<file path="src/rtl/fmcp_pkg.sv">
`default_nettype none

package fmcp_pkg;

  localparam int MAX_CHARS_DEF = 9;

  localparam logic [7:0] CH_OPEN  = 8'h3C;  // '<'
  localparam logic [7:0] CH_CLOSE = 8'h3E;  // '>'
  localparam logic [7:0] CH_PLUS  = 8'h2B;  // '+'
  localparam logic [7:0] CH_MINUS = 8'h2D;  // '-'
  localparam logic [7:0] CH_ZERO  = 8'h30;  // '0'
  localparam logic [7:0] CH_NUL   = 8'h00;

  localparam logic [15:0] RADIX = 16'd10;

  localparam logic KIND_ECHO = 1'b0;
  localparam logic KIND_CMD  = 1'b1;

  typedef enum logic [1:0] {
    ST_IDLE,
    ST_ECHO,
    ST_CMD
  } state_t;

  // one result item
  typedef struct packed {
    logic        kind;
    logic [7:0]  tx_byte;
    logic        tx_send;
    logic        direction;
    logic [15:0] duty;
    logic        paused_now;
    logic        last;
  } res_t;

  // control of the shared multiply-accumulate unit
  typedef struct packed {
    logic       clear;
    logic       step;
    logic [7:0] digit;
  } mac_ctl_t;

endpackage

`default_nettype wire

</file>
<file path="src/rtl/fmcp_mac.sv">
`default_nettype none

module fmcp_mac
  import fmcp_pkg::*;
(
  input  wire logic        clk,
  input  wire mac_ctl_t    ctl,
  output logic [15:0]      value
);

  logic [15:0] value_r;
  logic [15:0] value_nxt;

  // value*10 + digit - '0', wrapping at 16 bits
  always_comb begin
    value_nxt = value_r;
    if (ctl.clear) begin
      value_nxt = '0;
    end else if (ctl.step) begin
      value_nxt = 16'(value_r * RADIX) + {8'd0, ctl.digit} - {8'd0, CH_ZERO};
    end
  end

  always_ff @(posedge clk) begin
    value_r <= value_nxt;
  end

  assign value = value_r;

endmodule

`default_nettype wire

</file>
<file path="src/rtl/fmcp_ctrl.sv">
`default_nettype none

module fmcp_ctrl
  import fmcp_pkg::*;
#(
  parameter int MAX_CHARS = MAX_CHARS_DEF
)
(
  input  wire logic        clk,
  input  wire logic        rst_n,
  input  wire logic        in_valid,
  output logic             in_ready,
  input  wire logic [7:0]  rx_byte,
  output logic             res_valid,
  input  wire logic        res_ready,
  output res_t             res,
  output mac_ctl_t         mac_ctl,
  input  wire logic [15:0] mac_value
);

  localparam int LEN_W = $clog2(MAX_CHARS + 1);
  localparam int IDX_W = $clog2(MAX_CHARS);
  localparam logic [LEN_W-1:0] LEN_MAX = LEN_W'(MAX_CHARS);

  state_t           state_r, state_nxt;
  logic             in_frame_r, in_frame_nxt;
  logic             paused_r, paused_nxt;
  logic [LEN_W-1:0] len_r, len_nxt;
  logic [IDX_W-1:0] idx_r, idx_nxt;
  logic [7:0]       store_r [MAX_CHARS];
  logic             store_we;

  logic             accept;
  logic             echo_last;
  logic             first_plus;
  logic             first_minus;
  logic             cmd_pause;

  // ready only in idle, so the request is taken there whenever valid
  assign accept      = in_valid && (state_r == ST_IDLE);
  assign echo_last   = (LEN_W'(idx_r) + LEN_W'(1)) == len_r;
  assign first_plus  = (len_r != '0) && (store_r[0] == CH_PLUS);
  assign first_minus = (len_r != '0) && (store_r[0] == CH_MINUS);
  assign cmd_pause   = (first_plus || first_minus) ? paused_r : !paused_r;

  always_comb begin
    state_nxt    = state_r;
    in_frame_nxt = in_frame_r;
    paused_nxt   = paused_r;
    len_nxt      = len_r;
    idx_nxt      = idx_r;
    store_we     = 1'b0;
    in_ready     = 1'b0;
    res_valid    = 1'b0;
    res          = '0;
    mac_ctl      = '0;
    mac_ctl.digit = store_r[idx_r];

    unique case (state_r)
      ST_IDLE: begin
        in_ready = 1'b1;
        if (accept) begin
          if (rx_byte == CH_OPEN) begin
            len_nxt      = '0;
            in_frame_nxt = 1'b1;
          end else if (rx_byte == CH_CLOSE) begin
            in_frame_nxt  = 1'b0;
            idx_nxt       = '0;
            mac_ctl.clear = 1'b1;
            state_nxt     = (len_r != '0) ? ST_ECHO : ST_CMD;
          end else if (in_frame_r && rx_byte != CH_NUL && len_r < LEN_MAX) begin
            store_we = 1'b1;
            len_nxt  = len_r + LEN_W'(1);
          end
        end
      end

      ST_ECHO: begin
        res_valid      = 1'b1;
        res.kind       = KIND_ECHO;
        res.tx_byte    = store_r[idx_r];
        res.tx_send    = !paused_r;
        res.paused_now = paused_r;
        if (res_ready) begin
          // first character sets direction and stays out of the sum
          mac_ctl.step = (idx_r != '0);
          if (echo_last) begin
            state_nxt = ST_CMD;
          end else begin
            idx_nxt = idx_r + IDX_W'(1);
          end
        end
      end

      ST_CMD: begin
        res_valid      = 1'b1;
        res.kind       = KIND_CMD;
        res.tx_byte    = mac_value[7:0];
        res.tx_send    = !cmd_pause;
        res.direction  = first_plus;
        res.duty       = mac_value;
        res.paused_now = cmd_pause;
        res.last       = 1'b1;
        if (res_ready) begin
          paused_nxt = cmd_pause;
          state_nxt  = ST_IDLE;
        end
      end

      default: begin
        state_nxt = ST_IDLE;
      end
    endcase
  end

  always_ff @(posedge clk) begin
    if (!rst_n) begin
      state_r    <= ST_IDLE;
      in_frame_r <= 1'b0;
      paused_r   <= 1'b0;
      len_r      <= '0;
      idx_r      <= '0;
    end else begin
      state_r    <= state_nxt;
      in_frame_r <= in_frame_nxt;
      paused_r   <= paused_nxt;
      len_r      <= len_nxt;
      idx_r      <= idx_nxt;
    end
  end

  always_ff @(posedge clk) begin
    if (store_we) begin
      store_r[len_r[IDX_W-1:0]] <= rx_byte;
    end
  end

`ifndef SYNTH
  a_no_input_while_busy: assert property (@(posedge clk) disable iff (!rst_n)
    res_valid |-> !in_ready)
    else $error("input taken while results pending");

  a_len_bounded: assert property (@(posedge clk) disable iff (!rst_n)
    len_r <= LEN_MAX)
    else $error("text length beyond capacity");

  a_cmd_ends_run: assert property (@(posedge clk) disable iff (!rst_n)
    (state_r == ST_CMD && res_ready) |=> (state_r == ST_IDLE && in_ready))
    else $error("command result did not return to idle");
`endif

endmodule

`default_nettype wire

</file>
<file path="src/rtl/framed_motor_command_parser.sv">
// channel | dir | handshake          | payload
// in_     | in  | in_tvalid/tready   | tdata[7:0] rx_byte
// out_    | out | out_tvalid/tready  | tdata kind-less fields, tuser kind, tlast last
//
// bytes other than '>' keep the block in idle, so it is ready again next cycle
// '>' with n stored characters gives n echoes and one command result, with
// one step of the shared multiply-accumulate unit per echo after the first
// synchronous active-low reset empties the text, closes the frame, clears pause
// the output register holds a result while out_tready is low; the sequencer waits
`default_nettype none

module framed_motor_command_parser
  import fmcp_pkg::*;
#(
  parameter int MAX_CHARS = MAX_CHARS_DEF
)
(
  input  wire logic        clk,
  input  wire logic        rst_n,
  input  wire logic        in_tvalid,
  output logic             in_tready,
  input  wire logic [7:0]  in_tdata,   // [7:0] rx_byte
  output logic             out_tvalid,
  input  wire logic        out_tready,
  output logic [31:0]      out_tdata,  // [7:0] tx_byte, [8] tx_send, [9] direction,
                                       // [25:10] duty, [26] paused_now, zero above
  output logic             out_tuser,  // [0] kind
  output logic             out_tlast
);

  logic     res_valid;
  logic     res_ready;
  res_t     res;
  mac_ctl_t mac_ctl;
  logic [15:0] mac_value;

  logic out_valid_r;
  res_t out_res_r;

  fmcp_mac u_mac (
    .clk   (clk),
    .ctl   (mac_ctl),
    .value (mac_value)
  );

  fmcp_ctrl #(
    .MAX_CHARS (MAX_CHARS)
  ) u_ctrl (
    .clk       (clk),
    .rst_n     (rst_n),
    .in_valid  (in_tvalid),
    .in_ready  (in_tready),
    .rx_byte   (in_tdata),
    .res_valid (res_valid),
    .res_ready (res_ready),
    .res       (res),
    .mac_ctl   (mac_ctl),
    .mac_value (mac_value)
  );

  assign res_ready = !out_valid_r || out_tready;

  always_ff @(posedge clk) begin
    if (!rst_n) begin
      out_valid_r <= 1'b0;
    end else if (res_ready) begin
      out_valid_r <= res_valid;
    end
  end

  always_ff @(posedge clk) begin
    if (res_ready && res_valid) begin
      out_res_r <= res;
    end
  end

  assign out_tvalid = out_valid_r;
  assign out_tuser  = out_res_r.kind;
  assign out_tlast  = out_res_r.last;
  assign out_tdata  = {5'd0, out_res_r.paused_now, out_res_r.duty,
                       out_res_r.direction, out_res_r.tx_send, out_res_r.tx_byte};

`ifndef SYNTH
  a_last_on_command: assert property (@(posedge clk) disable iff (!rst_n)
    out_tvalid |-> (out_tuser == out_tlast))
    else $error("last flag not tied to command result");
`endif

endmodule

`default_nettype wire

</file>
<file path="config.mk">
export PLATFORM = sky130hd
export DESIGN_NAME = framed_motor_command_parser
export DESIGN_NICKNAME = d
export VERILOG_FILES = /design/src/rtl/fmcp_pkg.sv /design/src/rtl/fmcp_mac.sv /design/src/rtl/fmcp_ctrl.sv /design/src/rtl/framed_motor_command_parser.sv
export SDC_FILE = /design/constraint.sdc
export NUM_CORES = 1
export LEC_CHECK = 0
export ABC_AREA = 1
export BUFFER_PORTS_ARGS = -buffer_cell sky130_fd_sc_hd__buf_2
export CAP_MARGIN = 20
export CORE_MARGIN = 3
export CORE_UTILIZATION = 55
export CTS_BUF_LIST = sky130_fd_sc_hd__clkbuf_4 sky130_fd_sc_hd__clkbuf_8 sky130_fd_sc_hd__clkbuf_16
export CTS_CLUSTER_DIAMETER = 150
export DETAILED_ROUTE_END_ITERATION = 10
export PLACE_DENSITY = 0.74
export SLEW_MARGIN = 40
export SYNTH_ARGS = -nofsm -noshare
export SYNTH_HDL_FRONTEND = slang
export SYNTH_SLANG_ARGS = --single-unit
</file>
<file path="constraint.sdc">
create_clock -name clk -period 4.4 [get_ports clk]
set_clock_uncertainty 0.2 [all_clocks]
set_input_delay 0.44 -clock clk [delete_from_list [all_inputs] [get_ports clk]]
set_output_delay 0.44 -clock clk [all_outputs]
set_load 0.02 [all_outputs]
</file>
==> load_flow_metrics.sql, run 1 <==
INSERT INTO impl_metrics (metric_group, metric, value, unit) VALUES
('clocking', 'post_cts_setup_repair_bufs', '0', ''),
('timing', 'timing.fmax', '279', 'MHz'),
('synthesis', 'synth-seq-area-share', '51.9', '%'),
('finish', 'area.sequential', '3660', 'um^2'),
('finish', 'final_core_area_utilization', '65.9', '%'),
('finish', 'fin_cells', '960', ''),
('global_route', 'grt_overflow_total', '0', ''),
('pwr', 'p_per_area', '729', 'nW/um^2'),
('finish', 'antenna-diode-count', '0', ''),
('route', 'vias', '5364', ''),
('timing', 'final-hold-violation-count', '0', ''),
('route', 'drtPass1Iterations', '5', ''),
('floorplan', 'initial_core_util', '57.6', '%'),
('clocking', 'cts.sink_count', '133', ''),
('clocking', 'clkTransAtPathRegs', '60', 'ps'),
('worst_hold_path', 'worst_hold_path_type', 'in2reg', ''),
('worst_hold_path', 'hold_path_end', 'u_ctrl.state_r[1]$_SDFFE_PN0P_', ''),
('worst_setup_path', 'crit_path_max_fanout', '6', ''),
('route', 'postRouteWirelength', '15600', 'um'),
('synthesis', 'synth_top_area_cell', 'sky130_fd_sc_hd__edfxtp_1', ''),
('synthesis', 'syn_area', '7060', 'um^2'),
('global_route', 'grt_start_max_net_pins', '35', ''),
('floorplan', 'die_w', '119', 'um'),
('synthesis', 'synth_flop_cell', 'sky130_fd_sc_hd__edfxtp_1', ''),
('clocking', 'cts_buffers', '17', ''),
('worst_setup_path', 'worstPathArrival', '3740', 'ps'),
('pwr', 'vdd_ir_max', '0.502', 'mV'),
('synthesis', 'commonest_cells_in_the_synthesized_netlist', '123 x sky130_fd_sc_hd__nand2_1, 100 x sky130_fd_sc_hd__edfxtp_1, 94 x sky130_fd_sc_hd__inv_1', ''),
('floorplan', 'die_height', '119', 'um'),
('worst_setup_path', 'r2r_slack', '820', 'ps'),
('finish', 'drive_gt1_share', '14.3', '%'),
('floorplan', 'fp-row-count', '40', ''),
('worst_setup_path', 'worst_r2r_path_depth', '21', ''),
('worst_setup_path', 'reg2reg_from', 'u_mac.value[5]$_SDFFE_PP0P_', ''),
('run_status', 'status', 'completed', ''),
('synthesis', 'share_of_the_synthesized_area_in_the_top_cell_type', '42.5', '%'),
('placement', 'place.detailed.hpwl', '11100', 'um'),
('synthesis', 'synth_area_per_cell', '9.67', 'um^2'),
('floorplan', 'io-pin-count', '48', ''),
('worst_setup_path', 'reg_to_reg_end', 'u_mac.value[15]$_SDFFE_PP0P_', ''),
('route', 'vias_per_cell', '5.59', ''),
('timing', 'finalMaxSlewViolations', '0', ''),
('global_route', 'grt_pass1_wl', '25500', 'um'),
('synthesis', 'yosysWarnings', '0', ''),
('worst_hold_path', 'worstHoldStart', 'rst_n', ''),
('route', 'drtAntennaViolNets', '0', ''),
('clocking', 'clockRootBuffer', 'sky130_fd_sc_hd__clkbuf_16', ''),
('route', 'detail_route.wl_per_cell', '16.3', 'um'),
('synthesis', 'synth.ff_latch_count', '133', ''),
('finish', 'finalNetCount', '846', ''),
('worst_hold_path', 'worstHoldPathCells', '3', ''),
('synthesis', 'synth.most_common_cell', 'sky130_fd_sc_hd__nand2_1', ''),
('global_route', 'groute.usage.overall', '22.5', '%'),
('global_route', 'first_global_vias', '5359', ''),
('placement', 'place.gp.congestion', '0.931', ''),
('route', 'initialDrtViolationCount', '450', ''),
('timing', 'slew_headroom', '47.7', '%'),
('pwr', 'leakagePower', '3.46', 'nW'),
('clocking', 'cts_buffer_depth', '2', ''),
('timing', 'worstMarginPinSlew', '784', 'ps'),
('placement', 'dp.cells', '928', ''),
('clocking', 'tritoncts', 'built', ''),
('flow_run', 'timing.max_cap.violations', '0', ''),
('clocking', 'h_tree_depth', '4', ''),
('timing', 'setup_repair_after_global_routing_missed_its_margin', 'false', ''),
('timing', 'period_share', '81.5', '%'),
('pwr', 'design_power_total', '0.00590', 'W'),
('floorplan', 'design.die.area', '14200', 'um^2'),
('worst_setup_path', 'end_kind', 'flop', ''),
('finish', 'multi_input_comb_area', '2930', 'um^2'),
('synthesis', 'synth_area_leaders', 'sky130_fd_sc_hd__edfxtp_1 43%, sky130_fd_sc_hd__ha_1 9.4%, sky130_fd_sc_hd__dfxtp_1 9.4%, sky130_fd_sc_hd__nand2_1 6.5%, sky130_fd_sc_hd__inv_1 5.0%', '');
-- layer usage --
layer | up-vias | track usage, % | routed length [um]
li1 | 2601 | - | -
met1 | 2510 | 26.4 | 6250
met2 | 210 | 39.1 | 7910
met3 | 43 | 5.08 | 917
met4 | 0 | 10.5 | 529
met5 | - | 0 | 0
-- layout make-up --
type	instances	share of cell area, %
sequential	133	45.3
multi-input combinational	478	36.3
clock buffer	17	5.26
inverter	98	4.55
timing repair buffer	51	3.44
tap	168	2.60
clock inverter	15	2.54
-- placed cells by master (no fill, tap or decap), types with 3 or more instances in the layout --
master	instances
sky130_fd_sc_hd__nand4_1	4
sky130_fd_sc_hd__edfxtp_1	100
sky130_fd_sc_hd__conb_1	5
sky130_fd_sc_hd__clkbuf_16	17
sky130_fd_sc_hd__nor2_2	3
sky130_fd_sc_hd__clkinv_1	3
sky130_fd_sc_hd__clkinv_4	5
sky130_fd_sc_hd__nand2_2	13
sky130_fd_sc_hd__a31oi_1	3
sky130_fd_sc_hd__buf_4	9
sky130_fd_sc_hd__inv_1	94
sky130_fd_sc_hd__o21ai_0	40
sky130_fd_sc_hd__nand2_4	4
sky130_fd_sc_hd__o32ai_1	3
sky130_fd_sc_hd__mux2i_1	11
sky130_fd_sc_hd__nand3_2	3
sky130_fd_sc_hd__nor4_1	3
sky130_fd_sc_hd__o221ai_1	11
sky130_fd_sc_hd__a211oi_1	3
sky130_fd_sc_hd__nand2_1	123
sky130_fd_sc_hd__buf_2	42
sky130_fd_sc_hd__a21oi_1	50
sky130_fd_sc_hd__nor3_1	10
sky130_fd_sc_hd__xnor2_1	7
sky130_fd_sc_hd__nor2_1	50
sky130_fd_sc_hd__o211ai_1	7
sky130_fd_sc_hd__nand3_1	35
sky130_fd_sc_hd__ha_1	53
sky130_fd_sc_hd__dfxtp_1	32
sky130_fd_sc_hd__bufinv_16	4
sky130_fd_sc_hd__o21bai_1	6
sky130_fd_sc_hd__xor2_1	11
sky130_fd_sc_hd__or2_1	3
-- logic make-up (layout without fill, tap and decap cells) --
family          after synthesis  after routing  share of synthesized area, %
simple gates                258            258                          16.4
flops                       133            133                          51.9
compound gates              131            131                          10.9
buf+inv                     123            181                          6.95
fa+ha+maj                    55             55                          9.96
xor+xnor                     18             18                          2.23
mux                          11             11                          1.56
other cells                   1              5                        0.0531
-- report_power, final --
group | internal (W) | switching (W)
registers | 0.00160 | 0.000115
clock network | 0.000952 | 0.000545
logic | 0.000964 | 0.00172
total | 0.00352 | 0.00238
-- registers in the layout, summed over array words and instances, names as in the netlist, named ones only --
name / cells
u_ctrl.store_r: 72
out_tdata: 27
u_mac.value: 16
u_ctrl.idx_r: 4
u_ctrl.len_r: 4
u_ctrl.state_r: 2
out_tlast: 1
out_tvalid: 1
u_ctrl.in_frame_r: 1
u_ctrl.paused_r: 1
-- stage by stage --
step                      hold slack [ps]  cell area, um^2  setup slack (ps)
after detailed placement              283             7450               745
after CTS                             114             8080               711
after global routing                  132             8080               559
final                                 119             8080               816
after floorplan                       240             7080              1240
after global placement                262             7440               850
-- how the worst max path moves through the flow --
stage / start / end / slack, ps / depth (start not counted)
after floorplan: u_mac.value[1]$_SDFFE_PP0P_ / u_mac.value[12]$_SDFFE_PP0P_ / 1240 / 17
final: u_mac.value[5]$_SDFFE_PP0P_ / u_mac.value[15]$_SDFFE_PP0P_ / 820 / 21
after global placement: flop / u_mac.value[15]$_SDFFE_PP0P_ / 850 / 20
after detailed placement: flop / u_mac.value[15]$_SDFFE_PP0P_ / 750 / 20
after CTS: flop / u_mac.value[15]$_SDFFE_PP0P_ / 710 / 20
after global routing: u_mac.value[3]$_SDFFE_PP0P_ / u_mac.value[14]$_SDFFE_PP0P_ / 560 / 18
-- critical path, cell delays in order, from the launching register on --
cell and delay [ps]:
sky130_fd_sc_hd__dfxtp_1 420, sky130_fd_sc_hd__ha_1 290, sky130_fd_sc_hd__ha_1 400, sky130_fd_sc_hd__nand2_1 90, sky130_fd_sc_hd__nand2_1 60, sky130_fd_sc_hd__a31oi_1 190, sky130_fd_sc_hd__xor2_1 110, sky130_fd_sc_hd__ha_1 280
sky130_fd_sc_hd__inv_1 40, sky130_fd_sc_hd__ha_1 350, sky130_fd_sc_hd__nand2_1 100, sky130_fd_sc_hd__inv_1 70, sky130_fd_sc_hd__nand4_1 110, sky130_fd_sc_hd__o211ai_1 180, sky130_fd_sc_hd__nand3_2 140, sky130_fd_sc_hd__nand2_4 90
sky130_fd_sc_hd__nand2_4 50, sky130_fd_sc_hd__nand2_2 60, sky130_fd_sc_hd__nand3_1 70, sky130_fd_sc_hd__nand2_1 70, sky130_fd_sc_hd__nor2_1 50, sky130_fd_sc_hd__nor2_1 90
Note: power is estimated with default switching activity, not from simulation.
==> inputs of run 2 (changes only) <==
- PLACE_DENSITY: 0.74 -> 0.76
- clock period: 4.4 -> 3 ns (I/O delays scaled with it)
==> run 2 against run 1 <==
Compared with the run above: the run now ends with setup timing left; critical path depth fell by 1; via count rose by 25%; final cell count rose by 11%; routed wire length rose by 60%; highest routed layer unchanged.
==> load_flow_metrics.sql, run 2 (same netlist as run 1, synthesis figures left out) <==
INSERT INTO impl_metrics (metric_group, metric, value, unit) VALUES
('run_status', 'status', 'finished with violations', ''),
('run_status', 'failed_checks', 'setup timing', ''),
('floorplan', 'fp.coreArea', '12300', 'um^2'),
('worst_setup_path', 'path_common_cell', 'sky130_fd_sc_hd__nand3_1', ''),
('global_route', 'groute.usage.overall', '29.7', '%'),
('worst_setup_path', 'critical-path-max-stage-delay', '470', 'ps'),
('route', 'detail_route.wl_per_cell', '23.4', 'um'),
('placement', 'portBuffers', '42', ''),
('worst_setup_path', 'critical_path.cell_chain', 'buf_12 > clkinv_8 > nor2_1 > o221ai_2 > nand3_1 > nand2_2 > ha_1 > ha_4 > buf_6 > nand3_2 > nand2_2 > nand4_1 > o211ai_1 > nand3_2 > nand2_4 > nand2_4 > nand3b_1 > nand3_1 > nand3_1 > inv_1', ''),
('floorplan', 'io-pin-count', '48', ''),
('route', 'route.met3.wl', '2230', 'um'),
('worst_setup_path', 'worstPathArrival', '3540', 'ps'),
('finish', 'fillers', '607', ''),
('finish', 'drive_gt1_share', '37.3', '%'),
('pwr', 'leakagePower', '4.07', 'nW'),
('timing', 'period_share', '114', '%'),
('route', 'initialDrtViolationCount', '829', ''),
('finish', 'finalNetCount', '956', ''),
('worst_setup_path', 'worst_path_dominant_cell_family', 'simple AND/OR/NAND/NOR gates', ''),
('worst_setup_path', 'critical_path_required', '3120', 'ps'),
('placement', 'place.gp.congestion', '0.941', ''),
('timing', 'finalMaxSlewViolations', '0', ''),
('worst_setup_path', 'criticalPathCategory', 'reg2reg', ''),
('timing', 'worst_slack', '-425', 'ps'),
('global_route', 'grt_overflow_total', '0', ''),
('clocking', 'cts_buffer_depth', '2', ''),
('placement', 'preCtsSetupSlack', '-266', 'ps'),
('timing', 'timing.fmax', '292', 'MHz'),
('clocking', 'clockRootBuffer', 'sky130_fd_sc_hd__clkbuf_16', ''),
('global_route', 'grt_start_max_net_pins', '33', ''),
('placement', 'placedInstanceArea', '8140', 'um^2'),
('global_route', 'first_global_vias', '6363', ''),
('finish', 'layout_common_cells', '108 x sky130_fd_sc_hd__nand2_1, 100 x sky130_fd_sc_hd__edfxtp_1, 99 x sky130_fd_sc_hd__buf_4, 89 x sky130_fd_sc_hd__inv_1, 42 x sky130_fd_sc_hd__buf_2', ''),
('timing', 'final-hold-violation-count', '0', ''),
('finish', 'syn2layout_area_growth', '39.2', '%'),
('pwr', 'switching_share', '42.5', '%'),
('floorplan', 'design.die.area', '14200', 'um^2'),
('worst_setup_path', 'cp_num_buf_inv', '4', ''),
('pwr', 'netSwitchingPower', '0.00510', 'W'),
('floorplan', 'die_height', '119', 'um'),
('timing', 'slew_headroom', '50.9', '%'),
('worst_setup_path', 'end_kind', 'flop', ''),
('clocking', 'clkTransAtPathRegs', '60', 'ps'),
('pwr', 'power_frac_clock', '17.5', '%'),
('pwr', 'comb_power_share', '61.1', '%'),
('pwr', 'power_report.internal_total', '0.00689', 'W'),
('timing', 'worstMarginPinSlew', '732', 'ps'),
('pwr', 'sequentialPowerShare', '21.4', '%'),
('worst_hold_path', 'worst_hold_path_type', 'in2reg', ''),
('route', 'wl_met1', '8400', 'um'),
('route', 'postRouteWirelength', '25000', 'um'),
('global_route', 'grt_pass1_wl', '32700', 'um'),
('finish', 'layout_commonest_cell', 'sky130_fd_sc_hd__nand2_1', ''),
('worst_setup_path', 'crit_path_max_fanout', '8', ''),
('clocking', 'cts.sink_count', '133', ''),
('flow_run', 'timing.max_cap.violations', '0', ''),
('global_route', 'grt_antenna_before_repair', '0', ''),
('worst_setup_path', 'worst_path_max_delay_cell', 'sky130_fd_sc_hd__dfxtp_4', ''),
('clocking', 'tritoncts', 'built', ''),
('floorplan', 'fp-row-count', '40', ''),
('route', 'met2_routed_length', '12400', 'um'),
('clocking', 'worstSkewPairLatency', '430', 'ps'),
('route', 'drtPass1Iterations', '6', ''),
('floorplan', 'die_w', '119', 'um'),
('finish', 'antenna-diode-count', '0', ''),
('timing', 'setup_repair_after_global_routing_missed_its_margin', 'true', ''),
('placement', 'place.detailed.hpwl', '12700', 'um'),
('worst_setup_path', 'timing.critical_path.from_type', 'flop', ''),
('timing', 'fin_worst_hold_slack', '59.8', 'ps'),
('timing', 'tmin_final', '3420', 'ps'),
('timing', 'finalSetupViolations', '13', ''),
('finish', 'design_area', '9830', 'um^2'),
('finish', 'largest_register_ffs', '72', ''),
('clocking', 'cts_buffers', '17', ''),
('route', 'highest_routed_layer', 'met4', ''),
('floorplan', 'initial_core_util', '57.6', '%'),
('pwr', 'p_per_area', '1220', 'nW/um^2'),
('clocking', 'h_tree_depth', '4', ''),
('route', 'vias_per_cell', '6.28', ''),
('route', 'vias', '6715', ''),
('pwr', 'vdd_ir_max', '0.891', 'mV'),
('route', 'drc', '0', ''),
('route', 'drtAntennaViolNets', '0', '');
[run 2: cell types whose count changed in the layout (fill, tap and decap cells not counted), sizes merged]
| cell | before | now |
|---|---|---|
| buf | 51 | 154 |
| bufinv | 4 | 2 |
| clkbuf | 17 | 22 |
| clkinv | 9 | 7 |
| clkinvlp | 2 | 4 |
| dlygate4sd3 | 0 | 3 |
| inv | 98 | 99 |
[run 2: path summary, 6_finish.rpt]
check                                  from                             end  slack [ps]  cells past startpoint
min                             in_tdata[6]  u_ctrl.store_r[0][6]$_DFFE_PP_          60                      1
min reg2reg  u_ctrl.in_frame_r$_SDFFE_PN0P_  u_ctrl.in_frame_r$_SDFFE_PN0P_         330                      2
max reg2reg                            flop    u_mac.value[13]$_SDFFE_PP0P_        -420                     20
max                                    flop    u_mac.value[13]$_SDFFE_PP0P_        -420                     20
[run 2: area by class of cell]
cell class / count / area, um^2 / area share, %
multi-input cells: 478 / 3680 / 37.5
flip-flops and latches: 133 / 3680 / 37.4
repair buffers: 158 / 1220 / 12.4
clock buffers: 21 / 468 / 4.76
inverters: 98 / 399 / 4.06
well taps: 168 / 210 / 2.14
clock inverters: 11 / 125 / 1.27
repair inverters: 3 / 41.3 / 0.420
[run 2: stage by stage]
step	setup TNS (ps)	util, %	cells	power, W
after CTS	-358	75.8	1054	0.0103
after detailed placement	-1880	66.4	1006	0.00747
final	-3720	80.2	1070	0.0120
after floorplan	-6.44	-	734	0.00573
after global placement	-1180	66.3	1006	0.00730
after global routing	-4560	80.2	1070	0.0124
[run 2: repair_timing]
| item | 4_1_cts | 5_1_grt |
|---|---|---|
| pin swaps | 44 | 52 |
| setup endpoints to repair | 11 | 13 |
| cloned | 4 | 2 |
| hold buffers | 3 | 0 |
| hold endpoints to repair | 8 | 0 |
| resized for setup | 84 | 77 |
| setup buffers | 10 | 15 |
[run 2: power by group through the flow]
stage | clock network, W | logic [W] | registers [W]
6_report | 0.00210 | 0.00732 | 0.00257
5_1_grt | 0.00216 | 0.00771 | 0.00258
4_1_cts | 0.00207 | 0.00567 | 0.00253
3_5_place_dp | 0 | 0.00494 | 0.00253
3_3_place_gp | 0 | 0.00478 | 0.00252
2_1_floorplan | 0 | 0.00299 | 0.00274
[run 2: worst register-to-register path, cell delays in order (launching register included)]
cell and delay [ps]:
sky130_fd_sc_hd__dfxtp_4 470, sky130_fd_sc_hd__buf_12 220, sky130_fd_sc_hd__clkinv_8 90, sky130_fd_sc_hd__nor2_1 160, sky130_fd_sc_hd__o221ai_2 150, sky130_fd_sc_hd__nand3_1 140
sky130_fd_sc_hd__nand2_2 100, sky130_fd_sc_hd__ha_1 400, sky130_fd_sc_hd__ha_4 210, sky130_fd_sc_hd__buf_6 100, sky130_fd_sc_hd__nand3_2 80, sky130_fd_sc_hd__nand2_2 110
sky130_fd_sc_hd__nand4_1 90, sky130_fd_sc_hd__o211ai_1 140, sky130_fd_sc_hd__nand3_2 130, sky130_fd_sc_hd__nand2_4 100, sky130_fd_sc_hd__nand2_4 60, sky130_fd_sc_hd__nand3b_1 90
sky130_fd_sc_hd__nand3_1 90, sky130_fd_sc_hd__nand3_1 110, sky130_fd_sc_hd__inv_1 60
[run 2: layer usage]
layer  track usage (%)  vias to the layer above
li1                  -                     2832
met1              33.4                     3159
met2              52.1                      543
met3              6.79                      181
met4              16.1                        0
met5                 0                        -
